**config.mk**
```make
export PLATFORM = sky130hd
export DESIGN_NAME = mtfr_ctrl
export DESIGN_NICKNAME = d
export VERILOG_FILES = /design/src/hdl/mtfr_pkg.sv /design/src/hdl/mtfr_ctrl.sv
export SDC_FILE = /design/constraint.sdc
export NUM_CORES = 1
export LEC_CHECK = 0
export ABC_AREA = 0
export BUFFER_PORTS_ARGS = -buffer_cell sky130_fd_sc_hd__buf_2
export CAP_MARGIN = 30
export CORE_AREA = 2 2 39 41
export DETAILED_ROUTE_END_ITERATION = 8
export DIE_AREA = 0 0 41 43
export PLACE_DENSITY = 0.32
export SYNTH_ARGS = -nofsm -noshare
export SYNTH_HDL_FRONTEND = slang
export SYNTH_SLANG_ARGS = --single-unit
export TNS_END_PERCENT = 10
```
**constraint.sdc**
```tcl
create_clock -name clk -period 1.85 [get_ports clk]
set_input_delay 0.37 -clock clk [delete_from_list [all_inputs] [get_ports clk]]
set_output_delay 0.37 -clock clk [all_outputs]
set_load 0.1 [all_outputs]
```
**src/hdl/mtfr_pkg.sv**
```systemverilog
// Package for the move-to-front run decoder: widths, byte codes, opcodes,
// controller states and the command, status and result structs.
// No dependencies; every other file in hdl/ imports it.
package mtfr_pkg;

  localparam int BYTE_W    = 8;
  localparam int RUN_W     = 17;
  localparam int DIGIT_W   = 5;
  localparam int RES_DEPTH = 4;
  localparam int RES_PTR_W = 2;
  localparam int RES_CNT_W = 3;

  localparam logic [BYTE_W-1:0]  DIGIT_ONE     = 8'hFD;
  localparam logic [BYTE_W-1:0]  DIGIT_TWO     = 8'hFE;
  localparam logic [DIGIT_W-1:0] DIGIT_LAST    = 5'd31;
  // Past this position even a single-weight digit overflows the count width.
  localparam logic [DIGIT_W-1:0] DIGIT_MAX_POS = 5'd16;

  typedef enum logic [2:0] {
    OP_START,
    OP_LOAD,
    OP_DIG_ONE,
    OP_DIG_TWO,
    OP_INDEX
  } op_t;

  typedef enum logic {
    ST_BODY,
    ST_HEADER
  } state_t;

  typedef struct packed {
    logic take;
    op_t  op;
    logic flush;
    logic push_a;
    logic push_b;
  } cmd_t;

  typedef struct packed {
    logic byte_zero;
    logic is_one;
    logic is_two;
    logic hdr_last;
    logic pending_nz;
  } stat_t;

  typedef struct packed {
    logic [BYTE_W-1:0] symbol;
    logic [RUN_W-1:0]  run_length;
    logic              end_of_block;
  } res_t;

endpackage

```
**src/hdl/mtfr_ctrl.sv**
```systemverilog
// Controller for the move-to-front run decoder: tracks header versus body
// phase and issues one command per accepted byte. Depends on mtfr_pkg.
module mtfr_ctrl import mtfr_pkg::*; (
  input  logic  clk,
  input  logic  rst_n,
  input  logic  in_valid,
  input  logic  in_block_start,
  input  logic  in_block_end,
  input  logic  room,
  input  stat_t stat,
  output logic  in_ready,
  output cmd_t  cmd
);

  state_t state_r, state_nxt;

  always_ff @(posedge clk) begin
    if (!rst_n) begin
      state_r <= ST_BODY;
    end else begin
      state_r <= state_nxt;
    end
  end

  always_comb begin
    state_nxt = state_r;
    if (cmd.take) begin
      case (cmd.op)
        OP_START: begin
          state_nxt = (!stat.byte_zero && !in_block_end) ? ST_HEADER : ST_BODY;
        end
        OP_LOAD: begin
          state_nxt = (stat.hdr_last || in_block_end) ? ST_BODY : ST_HEADER;
        end
        default: begin
          state_nxt = ST_BODY;
        end
      endcase
    end
  end

  always_comb begin
    in_ready = room;
    cmd.take = in_valid && room;
    cmd.flush = in_block_end;
    if (in_block_start) begin
      cmd.op = OP_START;
    end else if (state_r == ST_HEADER) begin
      cmd.op = OP_LOAD;
    end else if (stat.is_one) begin
      cmd.op = OP_DIG_ONE;
    end else if (stat.is_two) begin
      cmd.op = OP_DIG_TWO;
    end else begin
      cmd.op = OP_INDEX;
    end
    // A body byte always leaves a nonzero count, so a body block end always flushes.
    cmd.push_a = cmd.take && (cmd.op == OP_INDEX) && stat.pending_nz;
    cmd.push_b = cmd.take && in_block_end &&
                 (cmd.op == OP_INDEX || cmd.op == OP_DIG_ONE || cmd.op == OP_DIG_TWO);
  end

endmodule

```
**Yosys cells after proc, flatten, opt, wreduce, memory -nomap -nowiden**

Index checks and enable logic that the tools add are counted.

- Register bits after elaboration: 1
- Bits of input ports: 11
- Output and inout port bits: 8
- Logic and storage cells: 24

- Equal/unequal tests: 4
- Mux-type cells: 7
- Reductions and logical operators: 12

Operators by type and width:

| operator | number |
|---|---|
| two-way mux 3 bit | 4 |
| equality test 3 x 2 -> 1 bit, second input constant | 2 |
| logical AND 1 bit | 6 |
| equality test 3 x 1 -> 1 bit, second input constant | 1 |
| equality test 3 bit, second input constant | 1 |
| logical NOT 3 bit | 1 |
| logical OR 1 bit | 3 |
| logical NOT 1 bit | 2 |
| two-way mux 1 bit | 2 |
| one-hot mux 1 bit (2 select lines) | 1 |

**Logic depth before layout (Yosys ltp)**

- Word-level depth: 8
- Gate-level depth with buffers: 3
- Mapped depth without buffers: 3

**Least setup slack after synthesis**

No wires, ideal clock.

- Path kind: input-to-output
- From: input port in_block_start
- To: output port cmd[1] (netlist bit)
- Arrival: 4458 ps
- Data required time: 1480 ps
- Path slack: -2978 ps
- Stages: 2
- Path buffers: 0
- Path through: nor4_1 -> and3_1

RTL lines:

| element | RTL line | text |
|---|---|---|
| start: declaration | mtfr_ctrl.sv:7 | `input logic in_block_start,` |
| end: declaration | mtfr_ctrl.sv:12 | `output cmd_t cmd` |

==> summary.txt <==
Global routing
  • Vias in the first global route: 143
  • Largest net degree at the start of global routing: 7
  • Wire length of the first global-routing pass: 607 um
  • Tot GR Track Use: 4.70%
  • GR Overflow Total: 0
  • Initial antenna violation count: 0

STA
  • Min Tclk post-route: 1650 ps
  • Hold Fails Final Rpt: 0
  • Finish-stage setup viols: 0
  • Final Max Tran Viols: 0
  • Normalized max-slew margin: 67.5%
  • Fin crit share: 89.1%
  • Fmax: 607 MHz
  • RSZ-0062 raised after global routing: no
  • Min setup slack post-route: 202 ps
  • Post-Route Skew: 0 ps
  • Tightest Pin Transition: 491 ps

Logic synthesis
  • Synth area leaders: dfxtp_1, buf_4, nor3_1, or4b_1, nor4b_1
  • Top cells by count, synth: buf_4, inv_1, nor2_1, nor3_1
  • EDFF count, synth: 0
  • Mapped Cells: 17
  • Synth Warn #: 0
  • Syn_nets: 28
  • Syn_area_per_cell: 6.62 um2
  • Async set-or-reset flop fraction in the synthesized netlist: 0%
  • Netlist cell types: 13
  • Post-synthesis sequential area ratio: 17.8%
  • Synth Register Bits: 1
  • Area leader, netlist: dfxtp_1
  • Yosys top cell area share: 17.8%
  • Post-Syn Area: 113 um2
  • Main synth FF type: dfxtp_1

CTS
  • Post-CTS resize count: 0
  • Worst-path clk slew: 0 ps
  • Cts hold-fix bufs: 0
  • Insertion delay to the later sink of the worst-skew pair: 0 ps
  • Post-CTS Setup Bufs: 0

Route
  • Top Layer Used: met3
  • Post-DRT Antenna Nets: 0
  • Via density: 3.55
  • Met3 WL: 16 um
  • Met2 routed WL: 283 um
  • Drt drc: 0
  • TritonRoute pass-1 iters: 3
  • DR WL/cell: 8.53 um
  • Initial DRC count: 2
  • Vias: 174
  • Wl on met1: 119 um
  • Final WL: 418 um

Pwr
  • Power Density: 413 nW/um2
  • Lkg Pwr: 0.000136 uW
  • Total design power: 121 uW
  • Peak VDD IR: 120 uV

Floorplan
  • Num rows: 14
  • Core footprint: 1380 um2
  • Die width: 41 um
  • I/O Pins: 19
  • Die area: 1760 um2
  • Chip height: 43 um
  • Starting density of the core: 8.14%

Setup path
  • Worst EP required: 1480 ps
  • Critical path startpoint category: primary input
  • WP data arrival: 1280 ps
  • Setup CP Type: primary input to primary output
  • CP endpoint kind: primary output
  • CP Max Fanout: 6

Finish
  • Ant diodes: 0
  • Share of cells above drive strength 1: 66.7%
  • Number of flip-flops under the largest register name: 1
  • Fin util: 21.2%
  • Fillers: 157
  • Area grow syn2layout: 160%
  • Largest regs: state_r: 1 flops
  • Biggest register: state_r
  • Final nets: 46

Placed design
  • Placer congestion estimate: 0.658
  • DPL Wire Length: 412 um
  • PortBufs: 18
  • Pre-CTS setup slack: 192 ps

Min path
  • HP Class: flop to flop

Flow run
  • Max_cap viols: 0

Outcome
  • Status: finished clean
power breakdown:
group,switching (uW),leakage [uW],internal [uW]
registers,0.989,0.00000809,22.4
logic,73.1,0.000128,24.4
clock network,0,0,0
final cells by class:
class / instances / area [um2] / area share [%]
Inverter: 2 / 7.51 / 2.56
Timing Repair Buffer: 18 / 135 / 46.2
Sequential cell: 1 / 20.0 / 6.84
Tap cell: 16 / 20.0 / 6.84
Multi-Input combinational cell: 12 / 110 / 37.6
routing by layer:
layer / global-route usage [%] / vias to the layer above
met3: 0 / 0
met4: 0 / 0
met5: 0 / -
met1: 5.10 / 78
li1: - / 93
met2: 9.69 / 3
layout by cell type (no fill, tap or decap):
| cell | Yosys | routed |
|---|---|---|
| nor4_4 | 0 | 1 |
| inv_1 | 2 | 2 |
| o21ai_0 | 1 | 1 |
| dfxtp_1 | 1 | 1 |
| nand2_1 | 1 | 1 |
| nor2_1 | 2 | 2 |
| nor3_1 | 2 | 1 |
| or4b_1 | 1 | 1 |
| buf_2 | 0 | 15 |
| a21boi_1 | 1 | 1 |
| and3_4 | 0 | 1 |
| nor4b_4 | 0 | 1 |
| nor3_2 | 0 | 1 |
| buf_12 | 0 | 3 |
| a21oi_1 | 1 | 1 |
worst paths after layout:
| path | startpoint | endpoint | slack [ps] | cells past startpoint |
|---|---|---|---|---|
| min reg2reg | state_r | state_r | 610 | 2 |
| min | state_r | state_r | 610 | 2 |
| max | in_block_start | cmd[1] | 200 | 4 |
| max reg2reg | state_r | state_r | 1020 | 2 |
cells by family after synthesis:
logic type,count (synthesis),synth area share [%]
AND/OR/NAND/NOR,9,46.7
buffers and inverters,4,20.0
AO/OA/AOI/OAI,3,15.5
flip-flops,1,17.8
through the flow:
step,instance area [um2],instances,hold slack [ps],setup TNS (ps)
final,293,49,606,0
after floorplan,153,17,523,-1060
after global routing,293,49,634,0
after CTS,293,49,611,0
after global placement,293,49,607,0
after detailed placement,293,49,608,0
worst max-delay path: stages:
cell,delay [ps]
buf_2,150
nor4_4,340
and3_4,240
buf_12,170
No activity file was read; power rests on OpenSTA's default activity.
