==> config.mk <==
export PLATFORM = sky130hd
export DESIGN_NAME = mtfr_res_fifo
export DESIGN_NICKNAME = d
export VERILOG_FILES = /design/src/hdl/mtfr_pkg.sv /design/src/hdl/mtfr_res_fifo.sv
export SDC_FILE = /design/constraint.sdc
export NUM_CORES = 1
export LEC_CHECK = 0
export BUFFER_PORTS_ARGS = -buffer_cell sky130_fd_sc_hd__buf_2
export CAP_MARGIN = 10
export CELL_PAD_IN_SITES_DETAIL_PLACEMENT = 1
export CELL_PAD_IN_SITES_GLOBAL_PLACEMENT = 1
export CORE_ASPECT_RATIO = 0.75
export CORE_MARGIN = 2
export CORE_UTILIZATION = 44
export DETAILED_ROUTE_END_ITERATION = 10
export GPL_ROUTABILITY_DRIVEN = 0
export PLACE_DENSITY_LB_ADDON = 0.1
export SLEW_MARGIN = 5
export SYNTH_ARGS = -nofsm -noshare
export SYNTH_HDL_FRONTEND = slang
export SYNTH_SLANG_ARGS = --single-unit
==> constraint.sdc <==
create_clock -name clk -period 2.6 [get_ports clk]
set_clock_uncertainty 0.15 [all_clocks]
set_input_delay 0.39 -clock clk [delete_from_list [all_inputs] [get_ports clk]]
set_output_delay 0.39 -clock clk [all_outputs]
set_load 0.02 [all_outputs]
==> src/hdl/mtfr_pkg.sv <==
// Package for the move-to-front run decoder: widths, byte codes, opcodes,
// controller states and the command, status and result structs.
// No dependencies; every other file in hdl/ imports it.
package mtfr_pkg;

  localparam int BYTE_W    = 8;
  localparam int RUN_W     = 17;
  localparam int DIGIT_W   = 5;
  localparam int RES_DEPTH = 4;
  localparam int RES_PTR_W = 2;
  localparam int RES_CNT_W = 3;

  localparam logic [BYTE_W-1:0]  DIGIT_ONE     = 8'hFD;
  localparam logic [BYTE_W-1:0]  DIGIT_TWO     = 8'hFE;
  localparam logic [DIGIT_W-1:0] DIGIT_LAST    = 5'd31;
  // Past this position even a single-weight digit overflows the count width.
  localparam logic [DIGIT_W-1:0] DIGIT_MAX_POS = 5'd16;

  typedef enum logic [2:0] {
    OP_START,
    OP_LOAD,
    OP_DIG_ONE,
    OP_DIG_TWO,
    OP_INDEX
  } op_t;

  typedef enum logic {
    ST_BODY,
    ST_HEADER
  } state_t;

  typedef struct packed {
    logic take;
    op_t  op;
    logic flush;
    logic push_a;
    logic push_b;
  } cmd_t;

  typedef struct packed {
    logic byte_zero;
    logic is_one;
    logic is_two;
    logic hdr_last;
    logic pending_nz;
  } stat_t;

  typedef struct packed {
    logic [BYTE_W-1:0] symbol;
    logic [RUN_W-1:0]  run_length;
    logic              end_of_block;
  } res_t;

endpackage

==> src/hdl/mtfr_res_fifo.sv <==
// Result queue of the move-to-front run decoder: takes up to two results in
// a cycle and hands them out in order over valid/ready. Depends on mtfr_pkg.
module mtfr_res_fifo import mtfr_pkg::*; (
  input  logic clk,
  input  logic rst_n,
  input  logic push_a,
  input  logic push_b,
  input  res_t res_a,
  input  res_t res_b,
  output logic out_valid,
  input  logic out_ready,
  output res_t head,
  output logic room
);

  res_t                 mem_r [RES_DEPTH];
  logic [RES_PTR_W-1:0] wr_ptr_r, wr_ptr_nxt;
  logic [RES_PTR_W-1:0] rd_ptr_r, rd_ptr_nxt;
  logic [RES_CNT_W-1:0] count_r, count_nxt;
  logic [RES_PTR_W-1:0] wr_b;
  logic                 pop;

  always_comb begin
    out_valid  = (count_r != '0);
    head       = mem_r[rd_ptr_r];
    // Room for the two results one byte can cause.
    room       = (count_r <= RES_CNT_W'(RES_DEPTH - 2));
    pop        = out_valid && out_ready;
    wr_b       = wr_ptr_r + RES_PTR_W'(push_a);
    wr_ptr_nxt = wr_ptr_r + RES_PTR_W'(push_a) + RES_PTR_W'(push_b);
    rd_ptr_nxt = rd_ptr_r + RES_PTR_W'(pop);
    count_nxt  = count_r + RES_CNT_W'(push_a) + RES_CNT_W'(push_b) - RES_CNT_W'(pop);
  end

  always_ff @(posedge clk) begin
    if (!rst_n) begin
      wr_ptr_r <= '0;
      rd_ptr_r <= '0;
      count_r  <= '0;
    end else begin
      wr_ptr_r <= wr_ptr_nxt;
      rd_ptr_r <= rd_ptr_nxt;
      count_r  <= count_nxt;
    end
  end

  always_ff @(posedge clk) begin
    if (push_a) begin
      mem_r[wr_ptr_r] <= res_a;
    end
    if (push_b) begin
      mem_r[wr_b] <= res_b;
    end
  end

endmodule

# Word level (Yosys, flattened, before mapping)
# Memories as Yosys holds them, arrays and structs flattened. A register that Yosys moved wholly into a read port is not among the register bits.
# Index checks and enable logic that the tools add are counted.
[word_totals]
ff_bits = 7
ram_bits = 104
in_bits = 57
out_inout_bits = 28
word_cells = 18
mem_count = 1
[mem_list]
columns = ["name", "depth", "word_bits", "rd", "rd_clocked_by_memory_dff", "wr", "line", "source"]
rows = [
  ["mem_r", 4, 26, 1, 1, 2, "mtfr_res_fifo.sv:16", "res_t mem_r [RES_DEPTH];"],
]
[op_classes]
addsub = 6
n_lt_le_gt_ge = 1
mux = 5
n_reduce_logical = 2
[op_table]
columns = ["operator", "n"]
rows = [
  ["adder 2 x 1 -> 2 bit", 3],
  ["adder 3 x 1 -> 3 bit", 2],
  ["two-way mux 1 bit", 4],
  ["<= comparator 3 x 2 -> 1 bit (second input constant)", 1],
  ["nonzero test 3 bit", 1],
  ["subtractor 3 x 1 -> 3 bit", 1],
  ["two-way mux 2 bit", 1],
  ["logical AND 1 bit", 1],
]

# Longest topological paths before layout
# Gate-level depths: netlist of run 1.
[depth]
word_depth = 4
mapped_depth = 9
ltp_nobuf = 9

# Worst setup path before layout of run 1
# OpenSTA, ideal clock, no wires.
[synth_timing]
path_type = "input-to-reg"
start = "input port push_a"
end = "memory mem_r[2][0] (netlist name), enable pin"
t_arrival_ns = 2.196
required_time_ns = 2.031
setup_slack_ns = -0.165
path_stages = 3
path_cell_list = "ha_1 > nand2b_1 > o22ai_1"
[synth_rtl]
columns = ["element", "line", "source"]
rows = [
  ["from (decl)", "mtfr_res_fifo.sv:6", "input logic push_a,"],
  ["to (decl)", "mtfr_res_fifo.sv:16", ""],
]

# Worst setup path after layout of run 1
[layout_timing]
start = "register count_r[0]"
end = "register count_r[2]"
[layout_via]
elab_chain_len = 3
word_cells_on_any_way = 5
cone_classes = "3 x add/sub; 2 x reduce/logical"
[layout_rtl]
columns = ["element", "line", "source"]
rows = [
  ["from (decl)", "mtfr_res_fifo.sv:19", "logic [RES_CNT_W-1:0] count_r, count_nxt;"],
  ["from (signal assigned)", "mtfr_res_fifo.sv:43", "count_r <= count_nxt;"],
  ["adder 3 x 1 -> 3 bit or nonzero test 3 bit (tied branches)", "mtfr_res_fifo.sv:32, mtfr_res_fifo.sv:24", ""],
  ["adder 3 x 1 -> 3 bit or logical AND 1 bit (tied branches)", "mtfr_res_fifo.sv:32, mtfr_res_fifo.sv:28", ""],
  ["subtractor 3 x 1 -> 3 bit *", "mtfr_res_fifo.sv:32", "count_nxt = count_r + RES_CNT_W'(push_a) + RES_CNT_W'(push_b) - RES_CNT_W'(pop);"],
]
# Every way passes the cells marked *; elsewhere a longest branch is shown, timed or not.
# A chain may end at the register's enable or synchronous reset.

==> metrics.cfg, run 1 <==
[final_layout]
layoutNonFillerInstCount = 567
fillers = 1184
final_nets = 460
final_common_cell = edfxtp_1
mostFrequentLayoutCells = edfxtp_1 (104), buf_2 (84), mux2_2 (79)
drive_gt1_frac = 0.651
syn_to_final_growth_pct = 18.0
final_core_util = 0.534
diodes = 0
final_cell_area_um2 = 6600

[critical_path]
worstPathRequired_ns = 2.69
crit_start = count_r[0]
r2r_setup_slack_ns = 0.20
startpoint_type = register
end_kind = register
path_buf_inv = 1
cp_slowest_stage_delay_ns = 0.40
cp.arrival_ns = 2.49
path_max_fanout = 2
cp_num_cells = 9
reg2reg_depth = 9
crit_chain = nor2_1 -> nand2_1 -> and2_1 -> ha_1 -> inv_1 -> fa_1 -> fa_1 -> xnor2_1 -> and2_1
slowest_stage = fa_1
r2r_start = count_r[0]
timing.rr.end = count_r[2]
critical_path_class = register to register
critPathTopFamily = adder cells

[floorplan]
die_w_um = 134
coreArea_um2 = 12300
rows = 35
ios = 85
start_util = 0.453
dieArea_um2 = 13600
die_y_um = 102

[cts]
cts_root_buf = clkbuf_16
postCtsSetupRepairBufs = 0
cts_hold_buffers = 0
htree_levels = 3
cts_tree = built
clk_latency_ns = 0.34
cts_max_path_buffers = 2
cts_made_buffers = 9
cts_resized = 0
clkSlewWorstSetupHoldPaths_ns = 0.07
cts_sinks = 111

[timing]
fin_ws_ns = 0.200
finalSetupViolCount = 0
max_freq_mhz = 417
hold_viol_final = 0
drv_slew = 0
min_period_ns = 2.40
layout_worst_path_cycle_share = 0.923
tightest_slew_ns = 0.446
relSlewSlack = 0.702
hold_ws_ns = 0.183
fin_tns_setup_ns = 0
rsz0062_at_grt = false

[grt]
grt_pass1_vias = 3229
overflow = 0
antenna_found_initial = 2
grtUsageTotal = 0.185
grt_max_degree = 22
grt_pass1_wl_um = 18400

[placed_design]
hpwl_um = 8160
place_area_um2 = 6330
place_inst = 551
place_ws_ns = 0.179
port_buffers = 84

[pwr]
power.total_mw = 5.81
p_leak_nw = 2.39
p_comb_frac = 0.360
p_switching_mw = 1.81
irDropWorstVdd_v = 0.000407
power_frac_seq = 0.422
power_density_nw_per_um2 = 880
intPower_mw = 3.99
clockPowerShare = 0.217
swShare = 0.313

[routing]
first_iter_violations = 201
vias_per_cell = 5.33
drtAntennaViolNets = 0
remaining_drc_errors = 0
wl_per_cell_um = 20.8
wl_um = 11800
vias = 3020
dr.pass1.iters = 4

[yosys]
ys_types = 28
synthesis.nets = 360
netlist_instances = 296
ys_warn_count = 0
synthTopCellsByArea = edfxtp_1 (56%), mux2_2 (16%), mux4_2 (10%)
syn_avg_cell_area_um2 = 18.9
synthAdderAreaFrac = 0.0184
yosysTopAreaCell = edfxtp_1
synthXorXnorAreaFrac = 0.00761
synthSimpleGateAreaFrac = 0.0197
muxShareOfSynthArea = 0.331
syn-cell-area_um2 = 5590
yosys_register_bits = 111
synth_top_family_by_area = multiplexers
synth_top_area_share = 0.559
synth.yosys.seq_area_share = 0.584
synth_compound_area_frac = 0.00694

[job]
drv_cap = 0

[run_status]
outcome = finished clean

[min_path]
hp-class = input port to register
min_from = rst_n
min_path_cells = 2
whs_endpoint = rd_ptr_r[1]

-- logic make-up after synthesis --
kind of cell,Yosys count
mux,130
flops,111
buf+inv,22
simple gates,17
fa+ha+maj,7
compound gates,5
xor+xnor,4
-- per-layer routing --
metal / global-route usage / routed length [µm] / vias to the layer above
li1: - / - / 1389
met1: 0.234 / 5200 / 1545
met2: 0.323 / 5900 / 73
met3: 0.0450 / 578 / 11
met4: 0.0486 / 119 / 2
met5: 0 / 13 / -
-- power groups by stage --
stage / Combinational (mW) / Clock (mW) / Sequential (mW)
after global placement: 2.09 / 0 / 2.48
after global routing: 2.25 / 1.36 / 2.49
after floorplan: 1.48 / 0 / 2.44
after detailed placement: 2.13 / 0 / 2.50
after CTS: 2.13 / 1.30 / 2.46
final: 2.09 / 1.26 / 2.45
-- cell type report --
| type | instances | area, µm² | share of cell area |
|---|---|---|---|
| Clock buffer | 10 | 229 | 0.0347 |
| Multi-Input combinational cell | 163 | 2180 | 0.331 |
| Clock inverter | 6 | 36.3 | 0.00550 |
| Sequential cell | 111 | 3270 | 0.495 |
| Timing Repair Buffer | 105 | 653 | 0.0990 |
| Inverter | 6 | 22.5 | 0.00341 |
| Tap cell | 166 | 208 | 0.0315 |
-- cell usage after synthesis --
cell type	instances
dfxtp_1	7
buf_12	4
a21o_1	1
o22ai_1	1
nor3b_2	1
buf_4	4
nor2_2	1
a31o_2	2
nor2_4	1
mux4_2	26
mux2_2	79
edfxtp_1	104
fa_1	2
xnor2_1	2
and3_1	1
buf_2	3
clkbuf_1	3
buf_6	2
o21bai_1	1
xor2_1	1
nand2b_1	2
mux2_4	25
ha_1	5
xnor2_2	1
nand2_1	2
inv_1	6
nor2_1	1
and2_1	8
-- worst max-delay path by stage --
stage / to / slack (ns)
after global placement: mem_r[0][11] / 0.22
after CTS: count_r[2] / 0.20
after floorplan: count_r[2] / 0.22
final: count_r[2] / 0.20
after global routing: count_r[2] / 0.08
after detailed placement: mem_r[0][4] / 0.18
-- sequential cells by signal, summed over array words and instances (netlist names) --
signal and flops:
count_r 3, rd_ptr_r 2, mem_r 104, wr_ptr_r 2
No activity file was read; power rests on OpenSTA's default activity.
==> run 2, diff against run 1 <==
- CTS_BUF_LIST: default -> sky130_fd_sc_hd__clkbuf_16
- PLACE_DENSITY_LB_ADDON: 0.1 -> 0.05
==> metrics.cfg, run 2 (synthesis results as in run 1) <==
[run_status]
outcome = finished clean

[floorplan]
die_y_um = 102  ; unchanged
rows = 35  ; unchanged
start_util = 0.453  ; unchanged
die_w_um = 134  ; unchanged
coreArea_um2 = 12300  ; unchanged
ios = 85  ; unchanged
dieArea_um2 = 13600  ; unchanged

[final_layout]
final_cell_area_um2 = 6620  ; +0.28%
largest_register_ffs = 104  ; unchanged
max_flop_register = mem_r
top_regs = mem_r (104), count_r (3)
final_nets = 458  ; -0.43%
final_common_cell = edfxtp_1
mostFrequentLayoutCells = edfxtp_1 (104), buf_2 (84), mux2_2 (79)
drive_gt1_frac = 0.649  ; -0.00175
fillers = 1188  ; +0.34%
syn_to_final_growth_pct = 18.4

[critical_path]
r2r_setup_slack_ns = 0.26  ; +0.06 ns
worstPathRequired_ns = 2.69  ; about the same
startpoint_type = register
cp.arrival_ns = 2.43  ; -0.06 ns
end_kind = register
reg2reg_depth = 9  ; unchanged
path_max_fanout = 2  ; unchanged
timing.rr.end = count_r[2]
r2r_start = count_r[0]
critical_path_class = register to register

[routing]
dr.pass1.iters = 4  ; unchanged
first_iter_violations = 177  ; -12%
wl_um = 11900  ; +1.0%
drtAntennaViolNets = 0  ; unchanged
vias_per_cell = 5.35  ; +0.51%
wl_per_cell_um = 21.1  ; +1.2%
vias = 3030  ; +0.33%
remaining_drc_errors = 0  ; unchanged

[timing]
relSlewSlack = 0.387  ; -0.315
finalSetupViolCount = 0  ; unchanged
layout_worst_path_cycle_share = 0.901  ; -0.0218
tightest_slew_ns = 0.917  ; +0.471 ns
drv_slew = 0  ; unchanged
hold_viol_final = 0  ; unchanged
fin_ws_ns = 0.257  ; +0.0568 ns
rsz0062_at_grt = false
min_period_ns = 2.34  ; -0.0568 ns
fin_tns_setup_ns = 0  ; unchanged
max_freq_mhz = 427  ; +2.4%

[cts]
cts_sinks = 111  ; unchanged
cts_hold_buffers = 0  ; unchanged
cts_made_buffers = 9  ; unchanged
cts_max_path_buffers = 2  ; unchanged
cts_tree = built
postCtsSetupRepairBufs = 0  ; unchanged
clkSlewWorstSetupHoldPaths_ns = 0.07  ; about the same
cts_resized = 0  ; unchanged
cts_root_buf = clkbuf_16
clk_latency_ns = 0.35  ; about the same
htree_levels = 3  ; unchanged

[placed_design]
place_ws_ns = 0.215  ; +0.0362 ns
hpwl_um = 8210  ; +0.61%
port_buffers = 84  ; unchanged
place_area_um2 = 6320  ; -0.24%

[pwr]
power_density_nw_per_um2 = 896  ; +1.8%
irDropWorstVdd_v = 0.000380  ; -6.6%
p_leak_nw = 2.39  ; about the same

[min_path]
whs_endpoint = wr_ptr_r[0]
min_path_cells = 2  ; unchanged
hp-class = input port to register
min_from = rst_n

[grt]
grt_max_degree = 27  ; +23%
grt_pass1_vias = 3224  ; -0.15%
grtUsageTotal = 0.185  ; +0.000675
antenna_found_initial = 1  ; -1
grt_pass1_wl_um = 18600  ; +1.0%
overflow = 0  ; unchanged

[job]
drv_cap = 0  ; unchanged

run 2: metrics by stage:
step | util | instances | power [mW] | hold WS (ns)
global placement | 0.511 | 549 | 4.58 | 0.495
CTS | 0.535 | 565 | 6.02 | 0.170
finish | 0.536 | 566 | 5.93 | 0.175
floorplan | - | 296 | 3.92 | 0.362
global route | 0.535 | 565 | 6.22 | 0.184
detailed placement | 0.511 | 549 | 4.61 | 0.540
run 2: final cells by class:
cell class | count | area, µm² | area share
clock buffers | 9 | 225 | 0.0340
multi-input cells | 163 | 2180 | 0.330
inverters | 6 | 22.5 | 0.00340
clock inverters | 7 | 71.3 | 0.0108
repair buffers | 103 | 638 | 0.0965
well taps | 166 | 208 | 0.0314
flip-flops and latches | 111 | 3270 | 0.494
diodes | 1 | 2.50 | 0.000378
run 2: power by group:
group | internal, mW | total [mW] | switching [mW]
combinational | 0.975 | 2.06 | 1.09
sequential | 2.36 | 2.46 | 0.109
clock | 0.752 | 1.40 | 0.650
run 2: worst max-delay path by stage:
stage,from,to,slack (ns),depth (start not counted)
2_1_floorplan,count_r[0],count_r[2],0.22,9
3_3_place_gp,push_a,mem_r[0][16],0.28,6
3_5_place_dp,push_a,mem_r[0][16],0.22,6
4_1_cts,count_r[0],count_r[2],0.22,9
5_1_grt,count_r[0],count_r[2],0.11,9
6_report,count_r[0],count_r[2],0.26,9
run 2: critical path, stage by stage, from the launching register on:
cell     delay [ns]
dfxtp_1        0.33
nor2_1         0.15
nand2_1        0.08
and2_1         0.18
ha_1           0.27
inv_1          0.04
fa_1           0.37
fa_1           0.38
xnor2_1        0.13
and2_1         0.15
run 2: metal layers:
layer | vias to the layer above | GRT usage | routed length (µm)
met2 | 65 | 0.312 | 5780
met5 | - | 0 | 11
met4 | 2 | 0.0462 | 108
met1 | 1563 | 0.244 | 5500
li1 | 1390 | - | -
met3 | 10 | 0.0480 | 529
